==> src/rtl/core/tpq_pkg.sv <==
// Shared types and constants for the time-ordered priority queue.
package tpq_pkg;

  localparam int DEPTH     = 16;
  localparam int TIME_BITS = 16;
  localparam int INFO_BITS = 8;
  localparam int ADDR_W    = $clog2(DEPTH);
  localparam int CNT_W     = $clog2(DEPTH + 1);
  localparam int IN_W      = 24;
  localparam int OUT_W     = 40;

  // Result status codes.
  localparam logic [1:0] STATUS_DONE  = 2'd0;
  localparam logic [1:0] STATUS_FULL  = 2'd1;
  localparam logic [1:0] STATUS_EMPTY = 2'd2;

  // Item kinds carried on the input tuser bit.
  localparam logic MODE_ENQ = 1'b0;
  localparam logic MODE_DEQ = 1'b1;

  typedef struct packed {
    logic [TIME_BITS-1:0] time_val;
    logic [INFO_BITS-1:0] info;
  } entry_t;

  typedef enum logic [2:0] {
    ST_IDLE,
    ST_READ,
    ST_CMP,
    ST_WRITE,
    ST_DEQ,
    ST_RESP
  } state_t;

endpackage

==> src/rtl/core/time_ordered_priority_queue_unit.sv <==
// Top level of the time-ordered priority queue with its sequencer and entry memory.
//
// The queue holds up to 16 (time, info) entries in ascending time order in a
// circular single-port-read memory; equal times leave in arrival order. One
// transaction is processed at a time and s_axis_tready is high only while the
// sequencer is idle and reset is released. An enqueue walks back from the tail,
// one memory read and one compare per entry visited, moving each later entry up
// one slot; each step uses the single memory read port and the single time
// comparator. A dequeue reads the head entry, then captures it and advances the
// head; a refused item goes straight to the result state, and the sequencer
// returns to idle once the output register is free. The result sits in an output
// register, so the next transaction may be accepted while an earlier result
// waits on m_axis_tready. Capacity written through cfg_we/cfg_wdata is clamped
// to 1..16.
module time_ordered_priority_queue_unit (
  input  logic                 clk,
  input  logic                 rst,
  input  logic                 s_axis_tvalid,
  output logic                 s_axis_tready,
  // [15:0] item_time, [23:16] item_info
  input  logic [tpq_pkg::IN_W-1:0]  s_axis_tdata,
  // [0] mode
  input  logic                 s_axis_tuser,
  output logic                 m_axis_tvalid,
  input  logic                 m_axis_tready,
  // [15:0] out_time, [23:16] out_info, [25:24] status, [30:26] entry_count,
  // [31] is_empty, [32] is_full, [39:33] zero
  output logic [tpq_pkg::OUT_W-1:0] m_axis_tdata,
  input  logic                 cfg_we,
  input  logic [tpq_pkg::CNT_W-1:0] cfg_wdata
);
  import tpq_pkg::*;

  state_t state, state_next;

  entry_t             mem [DEPTH];
  entry_t             rdata;
  entry_t             item;
  logic               mode;
  logic [CNT_W-1:0]   pos;
  logic [ADDR_W-1:0]  head;
  logic [CNT_W-1:0]   count;
  logic [CNT_W-1:0]   cap;
  entry_t             res;
  logic [1:0]         res_status;

  logic               mem_we;
  logic [ADDR_W-1:0]  mem_waddr;
  entry_t             mem_wdata;
  logic [ADDR_W-1:0]  mem_raddr;

  logic [ADDR_W-1:0]  slot_cur;
  logic [ADDR_W-1:0]  slot_prev;
  logic               later;
  logic               accept;
  logic               full_now;
  logic               out_free;

  assign accept    = s_axis_tvalid && s_axis_tready;
  assign s_axis_tready = (state == ST_IDLE) && !rst;
  assign full_now  = (count >= cap);
  assign out_free  = !m_axis_tvalid || m_axis_tready;

  // Physical slots of the current and preceding logical positions.
  assign slot_cur  = head + pos[ADDR_W-1:0];
  assign slot_prev = slot_cur - 1'b1;

  // The shared comparator: does the held entry leave after the new one?
  assign later = (rdata.time_val > item.time_val);

  // Next-state logic.
  always_comb begin
    state_next = state;
    case (state)
      ST_IDLE: begin
        if (accept) begin
          if (s_axis_tuser == MODE_DEQ) begin
            state_next = (count == '0) ? ST_RESP : ST_READ;
          end else if (full_now) begin
            state_next = ST_RESP;
          end else begin
            state_next = (count == '0) ? ST_WRITE : ST_READ;
          end
        end
      end
      ST_READ: begin
        state_next = (mode == MODE_DEQ) ? ST_DEQ : ST_CMP;
      end
      ST_CMP: begin
        if (later && pos != CNT_W'(1)) begin
          state_next = ST_READ;
        end else begin
          state_next = ST_WRITE;
        end
      end
      ST_WRITE: state_next = ST_RESP;
      ST_DEQ:   state_next = ST_RESP;
      ST_RESP: begin
        if (out_free) begin
          state_next = ST_IDLE;
        end
      end
      default:  state_next = ST_IDLE;
    endcase
  end

  // Memory control outputs.
  always_comb begin
    mem_we    = 1'b0;
    mem_waddr = slot_cur;
    mem_wdata = item;
    mem_raddr = (mode == MODE_DEQ) ? head : slot_prev;
    case (state)
      ST_CMP: begin
        if (later) begin
          mem_we    = 1'b1;
          mem_wdata = rdata;
        end
      end
      ST_WRITE: mem_we = 1'b1;
      default:  mem_we = 1'b0;
    endcase
  end

  // Entry memory with registered read data.
  always_ff @(posedge clk) begin
    if (mem_we) begin
      mem[mem_waddr] <= mem_wdata;
    end
    rdata <= mem[mem_raddr];
  end

  // Sequencer state and queue bookkeeping.
  always_ff @(posedge clk) begin
    if (rst) begin
      state <= ST_IDLE;
      head  <= '0;
      count <= '0;
      cap   <= CNT_W'(DEPTH);
    end else begin
      state <= state_next;
      if (cfg_we) begin
        if (cfg_wdata == '0) begin
          cap <= CNT_W'(1);
        end else if (cfg_wdata > CNT_W'(DEPTH)) begin
          cap <= CNT_W'(DEPTH);
        end else begin
          cap <= cfg_wdata;
        end
      end
      if (state == ST_WRITE) begin
        count <= count + 1'b1;
      end
      if (state == ST_DEQ) begin
        count <= count - 1'b1;
        head  <= (count == CNT_W'(1)) ? '0 : head + 1'b1;
      end
    end
  end

  // Item capture, walk position and result payload.
  always_ff @(posedge clk) begin
    if (accept) begin
      mode          <= s_axis_tuser;
      item.time_val <= s_axis_tdata[TIME_BITS-1:0];
      item.info     <= s_axis_tdata[TIME_BITS +: INFO_BITS];
      pos           <= count;
      res           <= '0;
      if (s_axis_tuser == MODE_DEQ) begin
        res_status <= (count == '0) ? STATUS_EMPTY : STATUS_DONE;
      end else begin
        res_status <= full_now ? STATUS_FULL : STATUS_DONE;
      end
    end
    if (state == ST_CMP && later) begin
      pos <= pos - 1'b1;
    end
    if (state == ST_DEQ) begin
      res <= rdata;
    end
  end

  // Output register toward the result stream.
  always_ff @(posedge clk) begin
    if (rst) begin
      m_axis_tvalid <= 1'b0;
    end else if (state == ST_RESP && out_free) begin
      m_axis_tvalid <= 1'b1;
    end else if (m_axis_tready) begin
      m_axis_tvalid <= 1'b0;
    end
  end

  always_ff @(posedge clk) begin
    if (state == ST_RESP && out_free) begin
      m_axis_tdata <= {7'b0, full_now, (count == '0), count, res_status,
                       res.info, res.time_val};
    end
  end

endmodule

==> config.mk <==
export PLATFORM = sky130hd
export DESIGN_NAME = time_ordered_priority_queue_unit
export DESIGN_NICKNAME = d
export VERILOG_FILES = /design/src/rtl/core/tpq_pkg.sv /design/src/rtl/core/time_ordered_priority_queue_unit.sv
export SDC_FILE = /design/constraint.sdc
export NUM_CORES = 1
export LEC_CHECK = 0
export BUFFER_PORTS_ARGS = -buffer_cell sky130_fd_sc_hd__buf_2
export CAP_MARGIN = 20
export CORE_ASPECT_RATIO = 0.7
export CORE_MARGIN = 5
export CORE_UTILIZATION = 55
export DETAILED_ROUTE_END_ITERATION = 6
export HOLD_SLACK_MARGIN = 0.05
export PLACE_DENSITY = 0.77
export SETUP_SLACK_MARGIN = 0.2
export SYNTH_ARGS = -nofsm -noshare
export SYNTH_HDL_FRONTEND = slang
export SYNTH_SLANG_ARGS = --single-unit
==> constraint.sdc <==
create_clock -name clk -period 2.7 [get_ports clk]
set_input_delay 0.54 -clock clk [delete_from_list [all_inputs] [get_ports clk]]
set_output_delay 0.54 -clock clk [all_outputs]
set_load 0.01 [all_outputs]
# Yosys cells after proc, flatten, opt, wreduce, memory -nomap -nowiden
# Memory sizes are Yosys's and may differ from the RTL's. A register that Yosys moved wholly into a read port is not among the register bits.
# Cells that the tools add are included.
[classes]
eq_ne = 9
n_mux = 30
n_addsub = 6
reduce_logical = 17
magnitude_cmp = 3
[ops]
columns = ["op", "n"]
rows = [
  ["$mux 24", 4],
  ["$mux 5", 6],
  ["$mux 3", 6],
  ["$gt 16x16->1", 1],
  ["$pmux 3 s5", 1],
  ["$logic_not 5->1", 2],
  ["$sub 5x1->5 const B", 2],
  ["$mux 2", 4],
  ["$mux 4", 2],
  ["$reduce_bool 2->1", 4],
  ["$eq 3x2->1 const B", 2],
  ["$eq 3x3->1 const B", 2],
  ["$mux 1", 6],
  ["$add 5x1->5 const B", 1],
  ["$eq 5x1->1 const B", 1],
  ["$ge 5x5->1", 1],
  ["$gt 5x5->1 const B", 1],
  ["$logic_and 1x1->1", 5],
  ["$ne 5x1->1 const B", 1],
  ["$add 4x1->4 const B", 1],
  ["$add 4x4->4", 1],
  ["$ne 2x2->1 const B", 2],
  ["$sub 4x1->4 const B", 1],
  ["$eq 3x1->1 const B", 1],
  ["6 further kinds", 7],
]
[word_totals]
ramBits = 384
register_bits = 107
word_cells = 79
memories = 1
[memory_table]
columns = ["name", "depth", "word_bits", "rd", "rd_clocked_by_memory_dff", "wr", "line_no", "rtl"]
rows = [
  ["mem", 16, 24, 1, 1, 1, "time_ordered_priority_queue_unit.sv:36", "entry_t mem [DEPTH];"],
]

# Longest topological paths before layout
# Gate-level depths: netlist of the first run.
[depth]
depth_word = 6
ltp_mapped = 11

# Worst setup path before layout of the first run
# No wires, ideal clock.
[synth_path]
path_type = "register to register"
start = "register pos[0]"
end = "register, netlist name rdata[13]"
period_less_slack_ps = 2877
setup_ps = 122
path_buffers = 2
arrival_time_ps = 2755
path_stages_with_launch = 12
setup_slack_ps = -177
path_cell_list = "edfxtp_1 ha_1 inv_1 fa_1 inv_1 ha_1 mux2i_4 buf_4 clkbuf_1 mux4_2 mux2i_1 mux2i_1"
[synth_via]
elab_chain_len = 3
[synth_lines]
columns = ["element", "line_no", "rtl"]
rows = [
  ["from (decl)", "time_ordered_priority_queue_unit.sv:40", "logic [CNT_W-1:0] pos;"],
  ["from (signal assigned)", "time_ordered_priority_queue_unit.sv:167", "pos <= count;"],
  ["from (signal assigned)", "time_ordered_priority_queue_unit.sv:176", "pos <= pos - 1'b1;"],
  ["$add 4x4->4", "time_ordered_priority_queue_unit.sv:65", "assign slot_cur = head + pos[ADDR_W-1:0];"],
  ["$sub 4x1->4", "time_ordered_priority_queue_unit.sv:66", "assign slot_prev = slot_cur - 1'b1;"],
  ["$mux 4", "time_ordered_priority_queue_unit.sv:112", "mem_raddr = (mode == MODE_DEQ) ? head : slot_prev;"],
]
# Every way passes these cells.
# A chain may end at the register's enable or synchronous reset.

# Final worst setup path of the first run
[layout_path]
start = "register item[13] (netlist name)"
end = "memory mem[6][1] (netlist name), enable pin"
[layout_via]
elab_chain_len = 5
[layout_lines]
columns = ["element", "line_no", "rtl"]
rows = [
  ["from (decl)", "time_ordered_priority_queue_unit.sv:38", "entry_t item;"],
  ["$gt 16x16->1", "time_ordered_priority_queue_unit.sv:69", "assign later = (rdata.time_val > item.time_val);"],
  ["$mux 1", "time_ordered_priority_queue_unit.sv:115", "if (later) begin"],
  ["$pmux 1 s2", "time_ordered_priority_queue_unit.sv:113", "case (state)"],
  ["$mux 1", "time_ordered_priority_queue_unit.sv:127", "if (mem_we) begin"],
  ["$mux 1 (not written as such)", "time_ordered_priority_queue_unit.sv:128", "mem[mem_waddr] <= mem_wdata;"],
  ["to (decl)", "time_ordered_priority_queue_unit.sv:36", ""],
]
# Every way passes these cells.

==> flow_summary.toml, run 1 <==
[outcome]
status = "complete, but fails checks"
violations = "setup timing"

[floorplanning]
initial_core_util_pct = 56.18
rows = 58
io_pins = 77
core_um2 = 36210
die_area_um2 = 41000
die_h_um = 170.9
fp.dieW_um = 239.9

[sta]
fin_crit_sh_pct = 104.7
layout_setup_ws_ps = -127.7
fin_skew_ps = 25.55
fin_tns_setup_ps = -51530
hold_viol = 0
whs_ps = 135.7
final_max_slew_viol_count = 0
rsz0062_at_grt = "yes"
slew_headroom_pct = 53.64
fmax_ghz = 0.3536
fin_crit_ps = 2828
setup_viol = 665
tightest_slew_ps = 695.4

[power_and_ir_drop]
p_int_mw = 18.27
swShare_pct = 30.37
ir_drop_uv = 701.0
clkPwrFrac_pct = 25.2
power.density_nw_per_um2 = 1074
p_sw_mw = 7.966
seq_power_share_pct = 40.0
p_total_mw = 26.23
pwr-share-comb_pct = 34.9
p_leak_nw = 8.743

[setup_path]
start_kind = "flop"
critPathKind = "reg2reg"
cp.arrival_ps = 3100
worstSetupEndpointType = "flop"
critPathRequiredTime_ps = 2970
cp_max_fo = 23

[global_route]
gr-usage-all-layers_pct = 22.59
grt_overflow = 0
grt_pass1_vias = 10515
grt_max_degree = 43
grt_pass1_wl_mm = 67.98
antenna_found_initial = 0

[yosys]
ys_ff_latch = 515
syn_area_um2 = 20340
synth_top_family_by_area = "multiplexers"
synthSimpleGateAreaFrac_pct = 2.614
ys_types = 60
synthMuxAreaShare_pct = 15.99
synth-xor-area-share_pct = 0.7565
synth-adder-area-share_pct = 2.190
synth-compound-area-share_pct = 2.368
synthCells = 1008
synth_edf_count = 473
avgSynthCellArea_um2 = 20.18
yosysWarnings = 0
async_reset_ff_share_pct = 0
seq_area_frac_synth_pct = 73.95
synth_flop_cell = "edfxtp_1"

[drt]
routedWlPerCell_um = 27.18
drtIter0Drc = 1193
routed_wl_mm = 46.88
viasPerCell = 6.126
drc = 0
via_count = 10568
drt_pass1_iterations = 5
postRouteAntennaNets = 0

[cells_and_area]
area_growth_pct = 20.06
layout_commonest_cell = "edfxtp_1"
final_cells = 1725
final_cell_mix = "473 x edfxtp_1, 96 x mux4_2, 71 x mux2i_1"
fin_nets = 1278
drive_gt1_share_pct = 35.10
nFillCells = 2240
diodes = 0

[clocking]
clock_sinks = 515
ctsRootBufferMaster = "clkbuf_16"
cts_buffers = 46
htree_levels = 2
cts_hold_buf = 0
path_clk_slew_ps = 70
cts_tree = "yes"
clkLatencyLatePin_ps = 580
cts_buffer_depth = 3

[flow_run]
drv_cap = 0

[placed_design]
hpwl_mm = 26.92
place_congestion = 0.7986
io_buffers = 69
dp.cells = 1611

[min_path]
hold_path_class = "in2reg"
## state kept, by name, summed over array words and instances, names as in the netlist
name and cells:
res 24, mem 384, rdata 24, m_axis_tdata 33, item 24, mode 1, m_axis_tvalid 1, state 3
res_status 2, count 5, pos 5, cap 5, head 4
## cell type report
cell class	count	area (µm²)	area share, %
Sequential cell	515	15050	61.60
Clock buffer	56	1260	5.159
Timing Repair Buffer	182	1775	7.269
Multi-Input combinational cell	430	5351	21.91
Clock inverter	29	267.8	1.096
Inverter	33	123.9	0.5071
Tap cell	480	600.6	2.459
## worst max-delay path, stage by stage, from the launching register on
cell and delay, ps:
edfxtp_1 440, inv_1 80, ha_1 300, nand4_1 210
a2111o_1 500, a31oi_4 260, buf_12 230, o211a_2 290
buf_12 210
## metrics by stage
| step | util (%) | setup slack, ps | cell area, µm² |
|---|---|---|---|
| after global placement | 61.59 | -115.4 | 22300 |
| after global routing | 67.45 | -222.8 | 24420 |
| after floorplan | - | 74.74 | 20440 |
| final | 67.45 | -127.7 | 24420 |
| after detailed placement | 61.59 | -167.1 | 22300 |
| after CTS | 66.60 | -91.62 | 24120 |
## cell families after synthesis
kind of cell,Yosys count
DFF,515
muxes,200
and+or+nand+nor,99
other,1
buffers and inverters,83
adders and majority gates,35
xor gates and xnor gates,15
AOI/OAI and AO/OA,60
## what timing repair did
action | in CTS | in global routing
gates resized for setup | 54 | 35
endpoints found under the setup margin | 802 | 802
setup buffers | 9 | 4
cloned | 4 | 12
pin swaps | 3 | 7
## worst paths after layout
path | start | to | slack, ps | cells past startpoint
worst min-delay path | s_axis_tdata[22] | item[6] | 140 | 1
worst min register to register | res[15] | m_axis_tdata[7] | 420 | 0
worst max-delay path | item[13] | mem[6][1] | -130 | 8
worst max register to register | item[13] | mem[6][1] | -130 | 8
## power groups by stage
stage	registers (mW)	logic, mW	clock network, mW
finish	10.5	9.14	6.60
global route	10.5	9.78	7.05
CTS	10.4	8.88	6.69
detailed placement	10.6	8.42	0
global placement	10.6	8.24	0
floorplan	10.4	5.84	0
## Yosys cell counts (6+ instances only)
master	n	area [µm²]
edfxtp_1	473	14200
mux4_2	96	2162
mux2i_1	75	750.7
dfxtp_1	42	840.8
ha_1	34	425.4
inv_1	33	123.9
and2_1	24	150.1
nor2_1	22	82.58
mux2_1	21	236.5
clkbuf_1	18	67.56
a21oi_1	15	75.07
nand2_1	14	52.55
buf_4	13	97.59
buf_2	10	50.05
nand4_1	8	50.05
o2111a_1	8	90.09
o211a_1	8	80.08
buf_6	7	78.83
xnor2_1	7	61.31
mux2_2	6	67.56
nor3_1	6	30.03
xor2_1	6	52.55
## metal layers
metal	wire length, µm	vias to the layer above	GRT usage [%]
met5	0	-	0
met4	972	0	5.251
met3	4133	74	4.898
met2	22280	507	36.15
met1	19500	5502	32.70
li1	-	4485	-
(Power assumes the default switching activity.)
==> run 2, diff against run 1 <==
--- a/config.mk
+++ b/config.mk
@@ -9,10 +9,10 @@
 export CAP_MARGIN = 20
 export CORE_ASPECT_RATIO = 0.7
 export CORE_MARGIN = 5
-export CORE_UTILIZATION = 55
+export CORE_UTILIZATION = 25
 export DETAILED_ROUTE_END_ITERATION = 6
 export HOLD_SLACK_MARGIN = 0.05
-export PLACE_DENSITY = 0.77
+export PLACE_DENSITY = 0.42
 export SETUP_SLACK_MARGIN = 0.2
 export SYNTH_ARGS = -nofsm -noshare
 export SYNTH_HDL_FRONTEND = slang
==> run 2 against run 1 <==
The run still ends with setup timing left. Sequential power is essentially flat. Critical path depth is 4 higher. Cell area grew 7.7%. Clock-buffer cell count grew 16. Global-route usage fell by 9.6 points. Clock power increased by 5.5%. Non-clock buffer count is 70 higher. Combinational power rose by 14%. Routed wire length grew 23%. Sequential share of layout area down 4.4 points. Hold slack worse by 31 ps. Worst setup slack better by 22 ps.
==> flow_summary.toml, run 2 (synthesis gave the netlist of run 1 again) <==
[drt]
postRouteAntennaNets = 0
drt_pass1_iterations = 5
drc = 0
via_count = 10603
routed_wl_mm = 57.63
routedWlPerCell_um = 24.02
viasPerCell = 4.420
drtIter0Drc = 957

[global_route]
grt_overflow = 0
antenna_found_initial = 3
grt_max_degree = 34
use_met3_pct = 2.173
grt_pass1_vias = 11056
use_met2_pct = 18.37
gr-usage-all-layers_pct = 12.97
grt_util_met1_pct = 20.69
grt_pass1_wl_mm = 81.76
gr-max-usage-layer = "met1"

[clocking]
clkLatencyLatePin_ps = 620
cts_buffer_depth = 3
ctsRootBufferMaster = "clkbuf_16"
clock_sinks = 515
htree_levels = 2
cts_tree = "yes"
path_clk_slew_ps = 60
cts_buffers = 51

[flow_run]
drv_cap = 0

[floorplanning]
core_um2 = 80660
fp.dieW_um = 351.0
initial_core_util_pct = 25.22
rows = 87
io_pins = 77
die_h_um = 248.7
die_area_um2 = 87270

[min_path]
hold_path_class = "in2reg"

[cells_and_area]
final_cell_mix = "473 x edfxtp_1, 96 x mux4_2, 94 x buf_4"
largest_reg_flops = 384
diodes = 0
nFillCells = 7691
final-seq-area_um2 = 15050
reg_top3 = "mem x384, m_axis_tdata x33"
multi_input_area_um2 = 5466
largest_register = "mem"
drive_gt1_share_pct = 38.69
area_growth_pct = 29.28
layout_commonest_cell = "edfxtp_1"
fin_nets = 1359
post-route-cell-area_um2 = 26300

[outcome]
status = "complete, but fails checks"
violations = "setup timing"

[sta]
rsz0062_at_grt = "yes"
whs_ps = 104.4
setup_viol = 653
hold_viol = 0
fin_crit_ps = 2806
final_max_slew_viol_count = 0
fin_crit_sh_pct = 103.9
fin_skew_ps = 23.89
layout_setup_ws_ps = -105.6
fmax_ghz = 0.3564

[setup_path]
cp_max_fo = 8
critPathKind = "reg2reg"
cp.arrival_ps = 3150
critPathRequiredTime_ps = 3050
start_kind = "flop"
worstSetupEndpointType = "flop"

[power_and_ir_drop]
power.density_nw_per_um2 = 1057
p_leak_nw = 9.346
p_total_mw = 27.80
ir_drop_uv = 466.3

[placed_design]
pre_cts_ws_ps = -270.9
hpwl_mm = 33.94
io_buffers = 69
place_area_um2 = 23420
place_congestion = 0.7103
==> run 2: path summary, 6_finish.rpt <==
check	slack, ps	end	start	depth (start not counted)
worst min-delay path	100	item[5]	s_axis_tdata[21]	1
worst min register to register	410	m_axis_tdata[7]	res[15]	0
worst max-delay path	-110	mem[0][11]	item[23]	12
worst max register to register	-110	mem[0][11]	item[23]	12
==> run 2: metal layers <==
metal,part of all wire (%),up-vias
met3,3.9,59
met5,0,-
met4,1.4,0
met1,52,5688
li1,-,4672
met2,42,184
==> run 2: layout make-up <==
class                   instances  area share (%)
flip-flops and latches        515           57.21
multi-input cells             436           20.78
repair buffers                252           10.30
clock buffers                  72           5.466
well taps                    1068           5.081
clock inverters                23          0.6898
inverters                      33          0.4710
==> run 2: power by group <==
part / leakage (nW) / internal (mW) / switching, mW
combinational: 3.92 / 5.22 / 5.20
clock: 0.796 / 3.91 / 3.05
sequential: 4.63 / 9.98 / 0.441
==> run 2: stage by stage <==
step	utilization, %	TNS [ps]	std cells
after floorplan	-	0	1014
after global placement	29.04	-156190	2238
after detailed placement	29.04	-140380	2238
after CTS	32.14	-36870	2377
after global routing	32.61	-96050	2399
final	32.61	-37670	2399
==> run 2: timing repair <==
action / in CTS / in global routing
setup endpoints to repair: 802 / 802
resized for setup: 90 / 38
endpoints found under the hold margin: 1 / 0
cloned: 23 / 6
pin swaps: 15 / 8
setup buffers: 20 / 16
hold buffers: 1 / 0
==> run 2: critical path, cell delays in order (launching register included) <==
cell and delay, ps:
edfxtp_1 420, inv_1 120, ha_4 210, nand4_1 160, buf_4 170, nor2_2 60, a221oi_4 350, a31oi_4 130
buf_6 140, buf_12 130, buf_12 130, buf_16 150, mux2_4 350
